`config.mk`:
```
export PLATFORM = sky130hd
export DESIGN_NAME = pmcc_dist
export DESIGN_NICKNAME = d
export VERILOG_FILES = /design/src/rtl/core/pmcc_pkg.sv /design/src/rtl/core/pmcc_dist.sv
export SDC_FILE = /design/constraint.sdc
export NUM_CORES = 1
export LEC_CHECK = 0
export BUFFER_PORTS_ARGS = -buffer_cell sky130_fd_sc_hd__buf_2
export CORE_AREA = 2 2 158 160
export CTS_CLUSTER_SIZE = 30
export DETAILED_ROUTE_END_ITERATION = 6
export DIE_AREA = 0 0 160 162
export PLACE_DENSITY = 0.45
export SYNTH_ARGS = -nofsm -noshare
export SYNTH_HDL_FRONTEND = slang
export SYNTH_SLANG_ARGS = --single-unit
```
`constraint.sdc`:
```
create_clock -name clk -period 10.5 [get_ports clk]
set_clock_uncertainty 0.15 [all_clocks]
set_input_delay 2.1 -clock clk [delete_from_list [all_inputs] [get_ports clk]]
set_output_delay 2.1 -clock clk [all_outputs]
set_load 0.005 [all_outputs]
```
`src/rtl/core/pmcc_pkg.sv`:
```
// ----------------------------------------------------------------------------
// pmcc_pkg
// Shared types and constants for the palette and mask colour converter.
// ----------------------------------------------------------------------------
package pmcc_pkg;

    localparam int unsigned PALETTE_DEPTH = 256;
    localparam int unsigned IDX_W         = $clog2(PALETTE_DEPTH);
    localparam int unsigned CNT_W         = $clog2(PALETTE_DEPTH + 1);
    localparam int unsigned ENTRY_W       = 24;

    // floor(x / 9) for x < 2296 as (x * 7282) >> 16
    localparam int unsigned SUM_W         = 12;
    localparam int unsigned DIV9_MUL      = 7282;
    localparam int unsigned DIV9_MUL_W    = 13;
    localparam int unsigned DIV9_SHIFT    = 16;
    localparam int unsigned PROD_W        = SUM_W + DIV9_MUL_W;

    typedef enum logic [1:0] {
        REQ_WRITE  = 2'd0,
        REQ_ENCODE = 2'd1,
        REQ_DECODE = 2'd2
    } req_t;

    typedef enum logic [2:0] {
        CFG_MODE   = 3'd0,
        CFG_RPOS   = 3'd1,
        CFG_RWIDTH = 3'd2,
        CFG_GPOS   = 3'd3,
        CFG_GWIDTH = 3'd4,
        CFG_BPOS   = 3'd5,
        CFG_BWIDTH = 3'd6,
        CFG_LIMIT  = 3'd7
    } cfg_idx_t;

    typedef struct packed {
        logic       palette_mode;
        logic [4:0] red_position;
        logic [3:0] red_width;
        logic [4:0] green_position;
        logic [3:0] green_width;
        logic [4:0] blue_position;
        logic [3:0] blue_width;
        logic [7:0] match_limit;
    } cfg_t;

    typedef struct packed {
        logic             start;
        logic             vld;
        logic [IDX_W-1:0] idx;
    } dist_ctl_t;

endpackage

```
`src/rtl/core/pmcc_dist.sv`:
```
// ----------------------------------------------------------------------------
// pmcc_dist
// Shared distance unit: one palette entry per cycle, weighted L1 sum, then
// divide by nine and keep the first strictly smaller distance.
// ----------------------------------------------------------------------------
module pmcc_dist import pmcc_pkg::*; (
    input  logic               clk,
    input  logic               rst_n,
    input  dist_ctl_t          ctl,
    input  logic [ENTRY_W-1:0] entry,
    input  logic [7:0]         red,
    input  logic [7:0]         green,
    input  logic [7:0]         blue,
    input  logic [7:0]         limit,
    output logic [IDX_W-1:0]   hit_idx,
    output logic               busy
);

    logic [7:0]       dr;
    logic [7:0]       dg;
    logic [7:0]       db;
    logic [SUM_W-1:0] sum_next;
    logic [SUM_W-1:0] sum_reg;
    logic [IDX_W-1:0] sum_idx_reg;
    logic             sum_vld_reg;
    logic [PROD_W-1:0] prod;
    logic [7:0]       quot;
    logic [7:0]       best_reg;
    logic [IDX_W-1:0] hit_reg;

    function automatic logic [7:0] abs_diff(input logic [7:0] a, input logic [7:0] b);
        return (a > b) ? (a - b) : (b - a);
    endfunction

    always_comb
    begin
        dr       = abs_diff(red, entry[23:16]);
        dg       = abs_diff(green, entry[15:8]);
        db       = abs_diff(blue, entry[7:0]);
        sum_next = SUM_W'({dr, 1'b0}) + SUM_W'(dg) + SUM_W'({dg, 1'b0})
                 + SUM_W'({db, 2'b00});
        prod     = PROD_W'(sum_reg) * PROD_W'(DIV9_MUL);
        quot     = prod[DIV9_SHIFT +: 8];
    end

    always_ff @(posedge clk or negedge rst_n)
    begin
        if (!rst_n)
        begin
            sum_vld_reg <= 1'b0;
        end
        else
        begin
            sum_vld_reg <= ctl.vld;
        end
    end

    always_ff @(posedge clk)
    begin
        sum_reg     <= sum_next;
        sum_idx_reg <= ctl.idx;
        if (ctl.start)
        begin
            best_reg <= limit;
            hit_reg  <= '0;
        end
        else if (sum_vld_reg && (quot < best_reg))
        begin
            best_reg <= quot;
            hit_reg  <= sum_idx_reg;
        end
    end

    assign hit_idx = hit_reg;
    assign busy    = sum_vld_reg;

endmodule

```
==> results.tsv, run 1 <==
metric	value	unit
syn_inst	655	
rows	57	
antenna_found_initial	0	
grt_pass1_wl	22.0	mm
dr.pass1.iters	4	
cp_max_fo	8	
cts_setup_buffers	0	
clockRootBuffer	clkbuf_16	
nets	973	
hp-class	reg2reg	
period_needed	7.21	ns
die_w	160	um
syn_area	6000	um^2
path_clk_slew	0.06	ns
hold_viol_final	0	
syn_avg_cell_area	9.17	um^2
start_kind	flip-flop	
synth-main-ff-cell	dfxtp_1	
start_util	24.9	%
synth-seq-cells	37	
crit_type	reg2reg	
viasPerCell	4.27	
cts_tree	done	
timing.final.crit_share	68.7	%
num_antenna_cells	0	
grt.overflow.total	0	
n_fill_cell	2687	
layout.cells.most_common	inv_1	
yosysTopAreaCellShare	26.7	%
grt_pass1_vias	4575	
min_from	sum_idx_reg[7]	
routed_wl	12.9	mm
htreeDepth	2	
drc	0	
rsz0062_at_grt	no	
ant_nets	0	
cp.required	10.56	ns
io_buffers	76	
cts_resized	0	
grtUsageTotal	10.3	%
cp_data_arrival_time	7.27	ns
clock-sinks	37	
final_cell_mix	140 x inv_1, 128 x ha_1, 76 x buf_2, 50 x fa_1, 35 x a21oi_1	
ys_types	61	
ys_warn_count	0	
hpwlAfterDp	11.3	mm
async_flop_share	2.70	%
die_h	162	um
relSlewSlack	48.9	%
hold_end	hit_idx[7]	
fin_tns_setup	0	ns
cts_max_path_buffers	2	
grt_max_degree	24	
rr_endpoint	hit_idx[2]	
worst_slew_pin_slew	0.767	ns
min_path_cells	2	
final_layout_size_suffix_gt1_share	13.3	%
yosys.area.top_type	ha_1	
route.vias.total	4496	
drv_slew	0	
synthTopCellsByArea	ha_1 27%, fa_1 17%, dfxtp_1 9.3%	
clock_latency	0.29	ns
crit_path_end_kind	flip-flop	
core_area	24100	um^2
ios	77	
syn-num-nets	901	
ff2ff_path_depth	24	
largest_register_ffs	12	
syn_to_final_growth	14.8	%
r2r_start	sum_reg[9]	
cap_violations	0	
drt_iter0_drc	97	
place_congestion	0.756	
synth_edf_count	8	
die_area	25900	um^2
status	complete, no violations	
wl_per_cell	12.2	um
numCtsBuffers	5	
seq_area_frac_synth	13.8	%
clock.fmax	0.139	GHz
setup_viol	0	
hold_buffers	0	
r2r_slack	3.29	ns
==> worst max path at each step <==
stage                     cells after the start       start  slack [ns]          end
after floorplan                              21    green[0]        3.85  sum_reg[11]
after global placement                       22    green[0]        3.20  sum_reg[11]
after detailed placement                     22    green[0]        3.18  sum_reg[11]
after CTS                                    24  sum_reg[9]        3.21   hit_idx[2]
after global routing                         24  sum_reg[9]        2.74   hit_idx[2]
final                                        24  sum_reg[9]        3.29   hit_idx[2]
==> synthesized netlist by cell type (all sizes together) (4+ instances only) <==
master and n:
a21o 11, mux2 12, nand2 30, nor2b 9, a221o 4, xnor2 25
inv 140, nand3 7, o211ai 5, nor3b 4, o21bai 6, a211oi 5
edfxtp 8, o21ai 21, mux2i 22, and3 5, nand2b 4, clkbuf 10
a21oi 35, nor2 15, a31oi 8, xor2 8, fa 50, nand4 8
ha 128, dfxtp 28
==> per-stage QoR <==
step                      utilization, %  cell area, um^2  std cells  hold slack (ns)  worst slack, ns
final                               28.6             6890       1052            0.292             3.29
after global routing                28.6             6890       1052            0.309             2.74
after CTS                           28.6             6890       1052            0.292             3.21
after detailed placement            28.0             6750       1044            0.283             3.18
after global placement              28.0             6750       1044            0.282             3.20
after floorplan                        -             6000        655            0.273             3.85
==> kinds of logic after synthesis <==
logic type	synth area share [%]
and+or+nand+nor	8.75
DFF	13.8
buffers and inverters	9.52
AOI/OAI and AO/OA	13.9
adders and majority gates	43.4
xor gates and xnor gates	4.81
muxes	5.92
==> worst max-delay path, stage by stage (launching register included) <==
cell	delay, ns
dfxtp_1	0.44
inv_1	0.13
fa_1	0.50
inv_1	0.04
ha_1	0.29
inv_1	0.06
fa_1	0.52
inv_1	0.05
fa_1	0.49
inv_1	0.05
fa_1	0.52
inv_1	0.04
ha_1	0.29
a21o_1	0.18
a221oi_1	0.69
or4_1	0.25
nand2_1	0.14
a211oi_1	0.30
ha_1	0.28
a21o_1	0.16
a21oi_1	0.13
o221ai_1	0.16
or4_1	0.52
nand3_1	0.47
mux2i_1	0.26
==> metal layers <==
metal | wire length (um) | vias up | track usage, %
met3 | 294 | 8 | 0.945
met2 | 6210 | 66 | 17.8
met4 | 118 | 0 | 2.09
met1 | 6240 | 2068 | 14.0
met5 | 0 | - | 0
li1 | - | 2354 | -
==> area by class of cell <==
cell class	instances	area, um^2	share of cell area [%]
multi-input cells	466	4610	66.8
well taps	324	405	5.88
clock inverters	3	21.3	0.309
clock buffers	5	125	1.82
repair buffers	76	380	5.52
flip-flops and latches	37	826	12.0
inverters	141	529	7.68
Power of run 1 is not shown: default switching activity piles up to over one toggle a cycle in this logic, so the estimate is an artifact.
==> run 2, diff against run 1 <==
--- a/config.mk
+++ b/config.mk
@@ -5,12 +5,13 @@
 export SDC_FILE = /design/constraint.sdc
 export NUM_CORES = 1
 export LEC_CHECK = 0
+export ABC_AREA = 1
 export BUFFER_PORTS_ARGS = -buffer_cell sky130_fd_sc_hd__buf_2
 export CORE_AREA = 2 2 158 160
 export CTS_CLUSTER_SIZE = 30
 export DETAILED_ROUTE_END_ITERATION = 6
 export DIE_AREA = 0 0 160 162
-export PLACE_DENSITY = 0.45
+export PLACE_DENSITY = 0.44
 export SYNTH_ARGS = -nofsm -noshare
 export SYNTH_HDL_FRONTEND = slang
 export SYNTH_SLANG_ARGS = --single-unit
==> constraint.sdc (replaced) <==
create_clock -name clk -period 6.9 [get_ports clk]
set_clock_uncertainty 0.15 [all_clocks]
set_input_delay 1.38 -clock clk [delete_from_list [all_inputs] [get_ports clk]]
set_output_delay 1.38 -clock clk [all_outputs]
set_load 0.005 [all_outputs]
==> results.tsv, run 2 <==
metric	value	unit	change
crit_type	reg2reg		
path_clk_slew	0.06	ns	about the same
final_cell_mix	175 x inv_1, 128 x ha_1, 110 x nand2_1, 76 x buf_2, 60 x a21oi_1		
yosysTopAreaCellShare	27.0	%	+0.32 points
antenna_found_initial	0		unchanged
syn_inst	734		+12%
ys_warn_count	0		unchanged
ff2ff_path_depth	30		+25%
grt_pass1_vias	4707		+2.9%
syn_to_final_growth	15.0	%	
critical_path.most_common_cell	inv_1		
async_flop_share	2.70	%	unchanged
drc	0		unchanged
cts_setup_buffers	0		unchanged
syn-num-nets	980		+8.8%
numCtsBuffers	5		unchanged
period_needed	6.09	ns	-1.12 ns
viasPerCell	4.01		-6.1%
timing.final.crit_share	88.2	%	+20 points
clock_latency	0.28	ns	about the same
synth-main-ff-cell	dfxtp_1		
yosys.area.top_type	ha_1		
ys_types	37		-39%
fin_tns_setup	0	ns	unchanged
setup_viol	0		unchanged
hp-class	reg2reg		
r2r_start	sum_reg[7]		
cp_data_arrival_time	5.88	ns	-1.39 ns
clock-sinks	37		unchanged
routed_wl	12.3	mm	-4.1%
largest_register_ffs	12		unchanged
rr_endpoint	best_reg[0]		
grt.overflow.total	0		unchanged
drv_slew	0		unchanged
n_fill_cell	2680		-0.26%
hold_viol_final	0		unchanged
crit_path_end_kind	flip-flop		
syn_area	5930	um^2	-1.2%
cp_slowest_stage_delay	0.53	ns	-0.16 ns
ios	77		unchanged
grtUsageTotal	9.95	%	-0.34 points
synth_edf_count	8		unchanged
cp_max_fo	17		+9
min_path_cells	2		unchanged
hold_buffers	0		unchanged
rsz0062_at_grt	no		
r2r_slack	0.81	ns	-2.48 ns
rows	57		unchanged
status	complete, no violations		
clock.fmax	0.164	GHz	+18%
dr.pass1.iters	6		+2
core_area	24100	um^2	unchanged
relSlewSlack	70.7	%	+22 points
synth.most_common_cell	inv_1		
worst_slew_pin_slew	0.436	ns	-0.331 ns
htreeDepth	2		unchanged
io_buffers	76		unchanged
final_layout_size_suffix_gt1_share	12.9	%	-0.39 points
seq_area_frac_synth	13.9	%	+0.17 points
synth-seq-cells	37		unchanged
clockRootBuffer	clkbuf_16		
cp.required	6.69	ns	-3.87 ns
cts_max_path_buffers	2		unchanged
cts_tree	done		
ant_nets	0		unchanged
die_h	162	um	unchanged
cts_resized	0		unchanged
min_from	hit_idx[1]		
start_kind	flip-flop		
layout.cells.most_common	inv_1		
route.vias.total	4558		+1.4%
nets	1057		+8.6%
die_w	160	um	unchanged
grt_pass1_wl	21.7	mm	-1.4%
syn_avg_cell_area	8.08	um^2	-12%
synthTopCellsByCount	175 x inv_1, 128 x ha_1, 110 x nand2_1, 60 x a21oi_1, 50 x fa_1		
cp_slowest_cell	fa_1		
grt_max_degree	18		-25%
wl_per_cell	10.8	um	-11%
die_area	25900	um^2	unchanged
drt_iter0_drc	151		+56%
start_util	24.6	%	-0.30 points
hold_end	hit_idx[1]		
num_antenna_cells	0		unchanged
hpwlAfterDp	11.0	mm	-2.8%
synthTopCellsByArea	ha_1 27%, fa_1 17%, inv_1 11%		
cap_violations	0		unchanged
place_congestion	0.795		+5.1%
run 2: cell count changes in the layout (fill, tap and decap cells not counted), moves of 6 or more:
| cell | previous run | this run |
|---|---|---|
| nand2_1 | 30 | 110 |
| inv_1 | 140 | 175 |
| a21oi_1 | 35 | 60 |
| nand3_1 | 6 | 26 |
| mux2i_1 | 22 | 3 |
| nor2_1 | 15 | 28 |
| xnor2_1 | 25 | 15 |
| xor2_1 | 8 | 18 |
| nor2b_1 | 9 | 0 |
| o21ai_0 | 14 | 23 |
| a31oi_1 | 8 | 1 |
| a21o_1 | 11 | 5 |
| o21ai_2 | 0 | 6 |
run 2: worst max-delay path, delay by kind of cell (launching register included):
| kind | cells | cell delay, ns |
|---|---|---|
| xor+xnor | 1 | 0.22 |
| fa+ha+maj | 7 | 2.94 |
| buf+inv | 8 | 0.63 |
| compound gates | 3 | 0.31 |
| simple gates | 11 | 1.07 |
| flops | 1 | 0.40 |
run 2: final cells by class:
cell class / count / area [um^2] / area share [%]
repair buffers: 77 / 388 / 5.69
flip-flops and latches: 37 / 826 / 12.1
clock inverters: 2 / 13.8 / 0.202
clock buffers: 6 / 139 / 2.04
multi-input cells: 514 / 4390 / 64.3
well taps: 324 / 405 / 5.94
inverters: 176 / 661 / 9.68
run 2: stage by stage:
step	area [um^2]	utilization, %	instances	hold slack (ns)	worst slack [ns]
global route	6820	28.3	1136	0.379	0.324
finish	6820	28.3	1136	0.331	0.814
detailed placement	6670	27.7	1128	0.325	0.767
CTS	6820	28.3	1136	0.340	0.767
floorplan	5930	-	734	0.325	0.953
global placement	6670	27.7	1128	0.312	0.855
run 2: metal layers:
metal / share of wire, % / GRT usage, % / wire, um / vias up
li1: - / - / - / 2471
met1: 49 / 13.3 / 6090 / 2010
met2: 47 / 17.4 / 5780 / 75
met4: 0.37 / 1.35 / 46 / 0
met3: 3.3 / 1.46 / 403 / 2
met5: 0 / 0 / 0 / -
run 2: kinds of logic after synthesis:
family,share of synthesized area (%)
mux,1.08
fa+ha+maj,43.9
simple gates,13.1
xor+xnor,5.15
flops,13.9
buf+inv,12.1
compound gates,10.8
run 2: worst max-delay path by stage:
stage               cells past startpoint           to  startpoint  slack, ns
floorplan                              30  best_reg[0]  sum_reg[9]       0.95
global placement                       30  best_reg[2]  sum_reg[9]       0.85
global route                           30  best_reg[2]  sum_reg[9]       0.32
CTS                                    30  best_reg[2]  sum_reg[9]       0.77
finish                                 30  best_reg[0]  sum_reg[7]       0.81
detailed placement                     30  best_reg[3]  sum_reg[9]       0.77
Power of run 2 is left out for the same reason.
